==> src/rtl/dpq_pkg.sv <==
// Shared types and constants for the sorted-list priority queue.
`default_nettype none
package dpq_pkg;
	localparam int DEPTH = 16;
	localparam int IW = $clog2(DEPTH);
	localparam int CW = $clog2(DEPTH + 1);

	localparam logic [2:0] ACT_APPEND = 3'd0;
	localparam logic [2:0] ACT_PUSH   = 3'd1;
	localparam logic [2:0] ACT_PRIO   = 3'd2;
	localparam logic [2:0] ACT_TAKE   = 3'd3;
	localparam logic [2:0] ACT_REMOVE = 3'd4;

	localparam logic [1:0] ST_OK       = 2'd0;
	localparam logic [1:0] ST_EMPTY    = 2'd1;
	localparam logic [1:0] ST_FULL     = 2'd2;
	localparam logic [1:0] ST_NOTFOUND = 2'd3;

	typedef struct packed {
		logic [2:0]         action;
		logic [15:0]        entry_tag;
		logic signed [15:0] entry_priority;
		logic [3:0]         entry_type;
	} req_t;

	typedef struct packed {
		logic               entry_returned;
		logic [15:0]        out_tag;
		logic signed [15:0] out_priority;
		logic [3:0]         out_type;
		logic [1:0]         result_status;
		logic [4:0]         occupancy;
	} rsp_t;

	typedef struct packed {
		logic [15:0]        tag;
		logic signed [15:0] prio;
		logic [3:0]         typ;
	} ent_t;

	localparam int ENT_W = $bits(ent_t);
endpackage
`default_nettype wire

==> src/rtl/dpq_ram.sv <==
// Simple dual-port RAM with a registered read port.
`default_nettype none
module dpq_ram #(
	parameter int W = 8,
	parameter int D = 16,
	parameter int AW = $clog2(D)
) (
	input  wire logic          clk,
	input  wire logic          we,
	input  wire logic [AW-1:0] waddr,
	input  wire logic [W-1:0]  wdata,
	input  wire logic          re,
	input  wire logic [AW-1:0] raddr,
	output logic      [W-1:0]  rdata
);
	logic [W-1:0] mem [D];

	always_ff @(posedge clk) begin
		if (we) begin
			mem[waddr] <= wdata;
		end
		if (re) begin
			rdata <= mem[raddr];
		end
	end
endmodule
`default_nettype wire

==> src/rtl/deque_priority_list_queue.sv <==
// Top level: sequencer that keeps a sorted list in one RAM.
// An append goes from accept to a put state and then to the finish state, which posts the
// response once the slot is free; the next item is taken back in idle. A scan visits each
// entry with a read and a compare state, and opening or closing a gap moves each entry
// with a read and a write-back state. One item is in work at a time.
// The pace is set by the single registered RAM read port, read then written back.
// Reset clears the count and control state; the RAM needs no clearing pass.
`default_nettype none
module deque_priority_list_queue (
	input  wire logic          clk,
	input  wire logic          arst_n,
	input  wire logic          req_valid,
	output logic               req_ready,
	input  wire dpq_pkg::req_t req,
	output logic               rsp_valid,
	input  wire logic          rsp_ready,
	output dpq_pkg::rsp_t      rsp
);
	import dpq_pkg::*;

	typedef enum logic [8:0] {
		S_IDLE = 9'b000000001,
		S_SRD  = 9'b000000010,
		S_SCMP = 9'b000000100,
		S_GRD  = 9'b000001000,
		S_GWR  = 9'b000010000,
		S_PUT  = 9'b000100000,
		S_CRD  = 9'b001000000,
		S_CWR  = 9'b010000000,
		S_FIN  = 9'b100000000
	} state_t;

	state_t state_q;
	req_t req_q;
	logic [CW-1:0] count_q;
	logic [CW-1:0] pos_q;
	logic [IW-1:0] j_q;
	logic [1:0] status_q;
	logic ret_q;
	ent_t ret_ent_q;
	logic rsp_valid_q;
	rsp_t rsp_q;

	logic we, re;
	logic [IW-1:0] waddr, raddr;
	ent_t wdata, rdata;

	dpq_ram #(.W(ENT_W), .D(DEPTH)) u_ram (
		.clk(clk), .we(we), .waddr(waddr), .wdata(wdata),
		.re(re), .raddr(raddr), .rdata(rdata)
	);

	logic full, empty, last;
	assign full = (count_q == CW'(DEPTH));
	assign empty = (count_q == '0);
	assign last = ({1'b0, j_q} == CW'(count_q - 1'b1));

	assign req_ready = (state_q == S_IDLE);
	assign rsp_valid = rsp_valid_q;
	assign rsp = rsp_q;

	always_comb begin
		re = (state_q == S_SRD) || (state_q == S_GRD) || (state_q == S_CRD);
		raddr = j_q;
		we = 1'b0;
		waddr = j_q;
		wdata = rdata;
		unique case (state_q)
			S_GWR: begin
				we = 1'b1;
				waddr = IW'(j_q + 1'b1);
			end
			S_CWR: begin
				we = 1'b1;
				waddr = IW'(j_q - 1'b1);
			end
			S_PUT: begin
				we = 1'b1;
				waddr = pos_q[IW-1:0];
				wdata = '{tag: req_q.entry_tag, prio: req_q.entry_priority,
					typ: req_q.entry_type};
			end
			default: ;
		endcase
	end

	always_ff @(posedge clk or negedge arst_n) begin
		if (!arst_n) begin
			state_q <= S_IDLE;
			count_q <= '0;
			rsp_valid_q <= 1'b0;
		end else begin
			// In the finish state the new response takes the slot itself.
			if (rsp_valid_q && rsp_ready && state_q != S_FIN) begin
				rsp_valid_q <= 1'b0;
			end
			unique case (state_q)
				S_IDLE: begin
					if (req_valid) begin
						req_q <= req;
						ret_q <= 1'b0;
						ret_ent_q <= '0;
						status_q <= ST_OK;
						j_q <= '0;
						pos_q <= '0;
						state_q <= S_FIN;
						unique case (req.action)
							ACT_APPEND: begin
								if (full) status_q <= ST_FULL;
								else begin
									pos_q <= count_q;
									state_q <= S_PUT;
								end
							end
							ACT_PUSH: begin
								if (full) status_q <= ST_FULL;
								else if (empty) state_q <= S_PUT;
								else begin
									j_q <= IW'(count_q - 1'b1);
									state_q <= S_GRD;
								end
							end
							ACT_PRIO: begin
								if (full) status_q <= ST_FULL;
								else if (empty) state_q <= S_PUT;
								else state_q <= S_SRD;
							end
							ACT_TAKE, ACT_REMOVE: begin
								if (empty) status_q <= ST_EMPTY;
								else state_q <= S_SRD;
							end
							default: ;
						endcase
					end
				end
				S_SRD: state_q <= S_SCMP;
				S_SCMP: begin
					if (req_q.action == ACT_PRIO) begin
						if (rdata.prio > req_q.entry_priority) begin
							pos_q <= {1'b0, j_q};
							j_q <= IW'(count_q - 1'b1);
							state_q <= S_GRD;
						end else if (last) begin
							pos_q <= count_q;
							state_q <= S_PUT;
						end else begin
							j_q <= j_q + 1'b1;
							state_q <= S_SRD;
						end
					end else if (req_q.action == ACT_TAKE ||
						rdata.tag == req_q.entry_tag) begin
						ret_q <= 1'b1;
						ret_ent_q <= rdata;
						if (last) begin
							count_q <= count_q - 1'b1;
							state_q <= S_FIN;
						end else begin
							j_q <= j_q + 1'b1;
							state_q <= S_CRD;
						end
					end else if (last) begin
						status_q <= ST_NOTFOUND;
						state_q <= S_FIN;
					end else begin
						j_q <= j_q + 1'b1;
						state_q <= S_SRD;
					end
				end
				S_GRD: state_q <= S_GWR;
				S_GWR: begin
					if ({1'b0, j_q} == pos_q) state_q <= S_PUT;
					else begin
						j_q <= j_q - 1'b1;
						state_q <= S_GRD;
					end
				end
				S_PUT: begin
					count_q <= count_q + 1'b1;
					state_q <= S_FIN;
				end
				S_CRD: state_q <= S_CWR;
				S_CWR: begin
					if (last) begin
						count_q <= count_q - 1'b1;
						state_q <= S_FIN;
					end else begin
						j_q <= j_q + 1'b1;
						state_q <= S_CRD;
					end
				end
				S_FIN: begin
					if (!rsp_valid_q || rsp_ready) begin
						rsp_valid_q <= 1'b1;
						rsp_q <= '{entry_returned: ret_q, out_tag: ret_ent_q.tag,
							out_priority: ret_ent_q.prio, out_type: ret_ent_q.typ,
							result_status: status_q, occupancy: 5'(count_q)};
						state_q <= S_IDLE;
					end
				end
				default: state_q <= S_IDLE;
			endcase
		end
	end

`ifndef ASSERT_OFF
	a_count_range: assert property (@(posedge clk) disable iff (!arst_n)
		count_q <= CW'(DEPTH)) else $error("entry count beyond depth");
	a_one_item: assert property (@(posedge clk) disable iff (!arst_n)
		req_valid && req_ready |=> !req_ready) else $error("second item taken");
	a_rsp_from_fin: assert property (@(posedge clk) disable iff (!arst_n)
		$rose(rsp_valid_q) |-> $past(state_q == S_FIN))
		else $error("response outside finish");
	a_count_step: assert property (@(posedge clk) disable iff (!arst_n)
		count_q == $past(count_q) || count_q == CW'($past(count_q) + 1'b1) ||
		count_q == CW'($past(count_q) - 1'b1)) else $error("count jumped");
`endif
endmodule
`default_nettype wire

==> config.mk <==
export PLATFORM = sky130hd
export DESIGN_NAME = deque_priority_list_queue
export DESIGN_NICKNAME = d
export VERILOG_FILES = /design/src/rtl/dpq_pkg.sv /design/src/rtl/dpq_ram.sv /design/src/rtl/deque_priority_list_queue.sv
export SDC_FILE = /design/constraint.sdc
export NUM_CORES = 1
export LEC_CHECK = 0
export BUFFER_PORTS_ARGS = -buffer_cell sky130_fd_sc_hd__clkbuf_2
export CORE_ASPECT_RATIO = 0.75
export CORE_MARGIN = 1.5
export CORE_UTILIZATION = 45
export CTS_CLUSTER_DIAMETER = 30
export DETAILED_ROUTE_END_ITERATION = 16
export SLEW_MARGIN = 40
export SYNTH_ARGS = -nofsm -noshare
export SYNTH_HDL_FRONTEND = slang
export SYNTH_SLANG_ARGS = --single-unit
==> constraint.sdc <==
create_clock -name clk -period 10.4 [get_ports clk]
set_input_delay 1.56 -clock clk [delete_from_list [all_inputs] [get_ports clk]]
set_output_delay 1.56 -clock clk [all_outputs]
set_load 0.005 [all_outputs]
**After elaboration in Yosys (flattened, before gate mapping)**

Memories as Yosys holds them, arrays and structs flattened. A register that Yosys moved wholly into a read port is not among the register bits.
Cells that the tools add are included.

- Bits in registers: 146
- Bits in latches: 0
- Bits in writable memories: 576
- ROM bits: 0
- Bits of input ports: 43
- Output and inout bits: 46
- Logic and storage cells: 139
- Memories kept: 1

Memory list:

| name | depth | bits a word | rd ports | clocked after Yosys merged registers in | wr ports | RTL line | text |
|---|---|---|---|---|---|---|---|
| u_ram.mem | 16 | 36 | 1 | 1 | 1 | dpq_ram.sv:16 | `logic [W-1:0] mem [D];` |

- $add $sub $neg: 4
- Multiply operators: 0
- Divide/modulo/power cells: 0
- Magnitude comparators: 1
- Equality and inequality tests: 29
- Shift operators: 0
- Multiplexer cells: 61
- Bitwise logic cells: 0
- Reductions and logical operators: 23

Operators with widths:

| cell | count |
|---|---|
| 2-to-1 mux 36 bit | 4 |
| 2-to-1 mux 9 bit | 10 |
| one-hot mux 9 bit (9 select lines) | 1 |
| one-hot mux 36 bit (2 select lines) | 1 |
| 2-to-1 mux 5 bit | 9 |
| one-hot mux 9 bit (4 select lines) | 1 |
| 2-to-1 mux 4 bit | 8 |
| 2-to-1 mux 6 bit | 5 |
| equality test 16 bit | 1 |
| > comparator 16 bit | 1 |
| inequality test 2 bit, second input constant | 8 |
| one-hot mux 4 bit (4 select lines) | 1 |
| one-hot mux 5 bit (3 select lines) | 1 |
| equality test 3 x 2 -> 1 bit, second input constant | 4 |
| one-hot mux 4 bit (3 select lines) | 1 |
| equality test 4 x 5 -> 1 bit | 2 |
| 2-to-1 mux 1 bit | 10 |
| 2-to-1 mux 2 bit | 5 |
| one-hot mux 5 bit (2 select lines) | 1 |
| AND reduction 5 bit | 2 |
| equality test 9 x 1 -> 1 bit, second input constant | 1 |
| equality test 9 x 2 -> 1 bit, second input constant | 1 |
| equality test 9 x 3 -> 1 bit, second input constant | 1 |
| equality test 9 x 4 -> 1 bit, second input constant | 1 |
| 30 further kinds | 38 |

**Depth between registers and ports, before layout**

- Depth in word-level cells: 6
- Mapped depth: 11
- Gate-level depth less buffers: 9

**By module**

A second synthesis with hierarchy kept.

- Cells, all modules: 1541
- Area, all modules: 29717.3 µm²

Modules (own cells, without submodules):

| module | times used | cells each | area each (µm²) | sequential area each (µm²) |
|---|---|---|---|---|
| dpq_ram | 1 | 938 | 22679.3 | 18377.6 |
| deque_priority_list_queue | 1 | 603 | 7038.0 | 4310.4 |

**Least setup slack after synthesis**

No wires, ideal clock.

- Kind: register to register
- Start point: register state_q[5]
- End point: register state_q[0]
- Library setup time: 0.079 ns
- Arrival time: 5.202 ns
- Data required time: 10.321 ns
- Slack: 5.120 ns
- Cell stages (with the launch flop): 6
- Buffers on the path: 0
- Clock period less this slack: 5.280 ns
- Cells stage by stage: dfrtp_1 > or4_4 > nor4_1 > nor3_1 > or3_4 > nor2b_1

- Longest elaborated chain between the ends: 3
- Elaborated cells between the ends (all ways): 13
- Those cells by class: 11 x eq/ne; 1 x mux; 1 x reduce/logical

Ends and longest elaborated chain:

| element | RTL line | text |
|---|---|---|
| start: declaration | deque_priority_list_queue.sv:33 | `state_t state_q;` |
| start signal: assignment | deque_priority_list_queue.sv:89 | `state_q <= S_IDLE;` |
| start signal: assignment | deque_priority_list_queue.sv:106 | `state_q <= S_FIN;` |
| start signal: assignment | deque_priority_list_queue.sv:112 | `state_q <= S_PUT;` |
| equality test 9 bit or equality test 9 x 1 -> 1 bit (tied branches) | deque_priority_list_queue.sv:97 | `unique case (state_q)` |
| inequality test 2 bit (no source line) | n/a |  |
| AND reduction 2 bit (no source line) | n/a |  |

Several ways; a longest one is shown, not always the timed one.
A chain may end at the register's enable or synchronous reset.

**Worst setup path after layout**

- Start point: register state_q[3]
- End point: output port req_ready

- Longest elaborated chain between the ends: 1

Ends and longest elaborated chain:

| element | RTL line | text |
|---|---|---|
| equality test 9 x 1 -> 1 bit | deque_priority_list_queue.sv:58 | `assign req_ready = (state_q == S_IDLE);` |
| end: declaration | deque_priority_list_queue.sv:13 | `output logic req_ready,` |

Every way passes these cells.

==> results <==
- Counting flops with an async set or reset pin after synthesis yields a share of 1.98%.
- After synthesis, the netlist uses 67 different library cells.
- The overall die area is 68500 um2.
- During placement, the flow inserted port buffers numbering 88.
- The detailed-route DRC error count is 0.
- The largest total area in the synthesized netlist belongs to sky130_fd_sc_hd__edfxtp_1.
- The routed design has 81.3 mm of wire.
- The HPWL after detailed placement is 50.1 mm.
- The clock tree from TritonCTS is built.
- Buffers inserted during clock tree synthesis total 130.
- The worst path uses 40.4% of the clock period.
- The multi-input logic area is 7250 um2.
- The critical path is of the flip-flop to primary output type.
- Across the VDD grid, the largest voltage drop is 0.163 mV.
- The final hold violation count is 0.
- The share of total power dissipated in combinational logic is 18.1%.
- Measured against its own limit, the worst slew margin works out to 41.0%.
- The signal on the critical path passes through or3_4, or4_4, nor4b_4, clkbuf_2.
- Net switching is 28.2% of the power.
- Data on the critical path arrives at its endpoint at 2650 ps.
- Along the worst path, the maximum fanout reaches 7.
- The total of max-cap violations is 0.
- Counting every instance in the synthesized netlist gives 1710.
- For the worst setup path, the data required time is 8840 ps.
- The internal power of the cells is 7.01 mW.
- For the pin with the worst max-slew slack, the measured transition is 885 ps.
- Based on the critical path, the design can be clocked at up to 0.238 GHz.
- The cell sitting at the root of the clock tree is a sky130_fd_sc_hd__clkbuf_16.
- The fill cell total of the finished layout is 4967.
- The path class of the lowest-slack min-delay path is flip-flop to flip-flop.
- Cells with a size suffix above 1 make up 24.7% of the layout.
- The critical path startpoint category is a flip-flop.
- The leakage power is 12.7 nW.
- The insertion delay to the later sink of the worst-skew pair is 690 ps.
- Leaving out fill and tap cells, the most frequent cells in the layout are sky130_fd_sc_hd__edfxtp_1 (743), sky130_fd_sc_hd__mux2i_1 (141), sky130_fd_sc_hd__clkbuf_16 (133).
- The number of global-route vias before repair is 16400.
- The floorplan step set the die height to 227 um.
- The total negative slack is 0 ps.
- During I/O placement, the number of pins put on the boundary was 89.
- On the worst path, the slowest cell contributes a delay of 480 ps.
- The number of setup violations in the final report is 0.
- In this run the biggest area consumer among cell types represents 74.1% of the synthesized area.
- The number of pins with negative max-slew slack in the final report is 0.
- Dividing total power by cell area gives a power density of 266 nW/um2.
- The floorplan step set the die width to 302 um.
- The sequential cells in the finished layout cover a total of 22700 um2.
- Once the floorplan was initialized, standard cells occupied 45.9% of the core.
- Setup repair after global routing left no endpoint under its margin.
- The first global-routing pass estimated 115 mm of wire.
- Of the synthesized area, sequential elements account for 75.3%.
- The clock slew seen by the registers of the worst setup and hold paths is 40 ps.
- After synthesis the netlist holds a flip-flop and latch count of 758.
- At the end of routability-driven placement, the weighted congestion stood at 0.888.
- Across the routed clock network, the largest skew measured is 27.2 ps.
- The total global-route track usage is 24.2%.
- The final net count is 1968.
- The hold-fix buffer count after cts is 0.
- The cell at the slowest stage of the critical path is sky130_fd_sc_hd__or4_4.
- The area of the core region is 65700 um2.
- In this run the remaining antenna-violating nets after routing total 0.
- The final cell count without fillers is 2874.
- The most common cell after layout, fill and taps aside is sky130_fd_sc_hd__edfxtp_1.
- The remaining global-route overflow is 0.
- In the synthesized netlist the dominant register cell turns out to be sky130_fd_sc_hd__edfxtp_1.
- The total nets after synthesis is 1774.
- The average cell area after synthesis is 17.6 um2.
- Counting I/O delays and the setup requirement, the final critical path takes 4210 ps.
- The clock power share is 43.7%.
- The H-tree was split into 4 levels.
- The total vias in the final route is 17000.
- Counting along the longest clock path gives a buffer depth of 3.
- The setup fix buffers added after clock tree synthesis is 0.
- The first routing iteration left 2199 violations.
- In this run the power spent charging and discharging nets is 2.76 mW.
- Ranked by total cell area, the synthesized netlist is headed by sky130_fd_sc_hd__edfxtp_1 (74%), sky130_fd_sc_hd__mux4_2 (5.5%), sky130_fd_sc_hd__mux2i_1 (4.7%), sky130_fd_sc_hd__a221oi_1 (2.1%), sky130_fd_sc_hd__nand2_1 (1.4%).
- The floorplan row count is 81.
- The first-pass detailed-route iteration total is 5.
- Using the TritonRoute via totals, the vias-per-cell ratio works out to 5.90.
- The initial antenna violation count is 3.
- The routed wire length per instance is 28.3 um.
- The synthesis-to-layout area growth is 22.1%.
- The sequential fraction of design power is 38.2%.
- The overall power of the completed layout is 9.76 mW.
- After clock tree synthesis, the repair step resized 0 gates.
- The worst setup path is captured at a primary output.
- In this run, synthesis inferred 743 flip-flops with an integrated enable.
- 0 antenna diodes ended up in the layout.
- The run finished with clean final reports.
- Entering global routing, the biggest net connects 65 pins.
- The cell area that synthesis handed to floorplanning was 30100 um2.
- The Yosys step of the flow raised 0 warnings.
- For this design, the sink count on the clock tree is 758.
- The post-placement cell count is 2639.
final cells by class:
type	count	area share, %
sequential	758	61.7
multi-input combinational	837	19.7
clock buffer	142	9.15
timing repair buffer	148	3.25
tap	871	2.96
clock inverter	89	2.89
inverter	29	0.310
power by group through the flow:
| stage | combinational [mW] | sequential (mW) | clock, mW |
|---|---|---|---|
| finish | 1.77 | 3.73 | 4.27 |
| CTS | 1.73 | 3.73 | 4.32 |
| floorplan | 1.10 | 3.73 | 0 |
| global placement | 1.67 | 3.78 | 0 |
| global route | 1.88 | 3.74 | 4.46 |
| detailed placement | 1.72 | 3.78 | 0 |
state kept, by name (all words and copies together), names as in the netlist:
register / count
u_ram.mem: 576
rsp: 44
req_q: 39
ret_ent_q: 36
u_ram.rdata: 36
state_q: 9
count_q: 5
pos_q: 5
j_q: 4
status_q: 2
ret_q: 1
rsp_valid: 1
metrics by stage:
step	utilization, %	area [um2]	hold slack [ps]	setup slack (ps)
3_5_place_dp	49.2	32300	405	6680
6_report	56.0	36800	414	6190
3_3_place_gp	48.3	31700	402	6490
2_1_floorplan	-	30100	400	5120
5_1_grt	56.0	36800	423	6060
4_1_cts	55.9	36700	414	6150
critical path: cells and delay by family, from the launching register on:
kind	cells	cell delay [ps]
buf+inv	1	190
simple gates	3	1340
flops	1	430
path summary, 6_finish.rpt:
| kind | endpoint | slack, ps | cells after the start | from |
|---|---|---|---|---|
| setup / recovery | req_ready | 6190 | 4 | state_q[3] |
| hold / removal | rsp[6] | 410 | 0 | status_q[1] |
| setup reg to reg | u_ram.rdata[9] | 6750 | 7 | j_q[0] |
| hold reg to reg | rsp[6] | 410 | 0 | status_q[1] |
| max in group asynchronous | state_q[4] | 9150 | 1 | arst_n |
| min in group asynchronous | count_q[0] | 850 | 1 | arst_n |
synth_stat cells, types with 3 or more instances:
| library cell | n |
|---|---|
| sky130_fd_sc_hd__xnor2_1 | 13 |
| sky130_fd_sc_hd__mux4_2 | 74 |
| sky130_fd_sc_hd__a21oi_1 | 23 |
| sky130_fd_sc_hd__nand3_1 | 14 |
| sky130_fd_sc_hd__nand2_1 | 112 |
| sky130_fd_sc_hd__nor4_1 | 9 |
| sky130_fd_sc_hd__o31ai_1 | 5 |
| sky130_fd_sc_hd__nor2_1 | 84 |
| sky130_fd_sc_hd__nand4_1 | 8 |
| sky130_fd_sc_hd__inv_1 | 27 |
| sky130_fd_sc_hd__buf_1 | 3 |
| sky130_fd_sc_hd__nand2b_1 | 6 |
| sky130_fd_sc_hd__edfxtp_1 | 743 |
| sky130_fd_sc_hd__o22ai_1 | 3 |
| sky130_fd_sc_hd__ha_1 | 21 |
| sky130_fd_sc_hd__buf_2 | 27 |
| sky130_fd_sc_hd__o21ai_0 | 67 |
| sky130_fd_sc_hd__nor2b_1 | 6 |
| sky130_fd_sc_hd__clkbuf_1 | 56 |
| sky130_fd_sc_hd__and2_1 | 38 |
| sky130_fd_sc_hd__xor2_1 | 21 |
| sky130_fd_sc_hd__a221oi_1 | 72 |
| sky130_fd_sc_hd__mux2i_1 | 141 |
| sky130_fd_sc_hd__dfrtp_1 | 14 |
| sky130_fd_sc_hd__nor3_1 | 11 |
| sky130_fd_sc_hd__a21oi_2 | 4 |
| sky130_fd_sc_hd__a21o_1 | 3 |
| sky130_fd_sc_hd__o211ai_1 | 4 |
| sky130_fd_sc_hd__nor3b_1 | 4 |
| sky130_fd_sc_hd__a22oi_1 | 38 |
| sky130_fd_sc_hd__and3_1 | 5 |
| sky130_fd_sc_hd__nand3b_1 | 3 |
| sky130_fd_sc_hd__a22o_1 | 3 |
| sky130_fd_sc_hd__a31oi_1 | 5 |
cell families after synthesis:
family          Yosys count  share of synthesized area (%)
compound gates          247                           5.80
xor+xnor                 35                           1.06
fa+ha+maj                21                          0.872
buf+inv                 115                           1.55
flops                   758                           75.3
mux                     215                           10.2
simple gates            319                           5.17
layer usage:
layer  global-route usage [%]  up-vias  routed length, um
met2                     31.6      865              33000
met5                        0        -                  0
li1                         -     7271                  -
met1                     35.9     8732              35700
met4                     7.37        0               1430
met3                     10.7      102              11100
(Power assumes the default switching activity.)
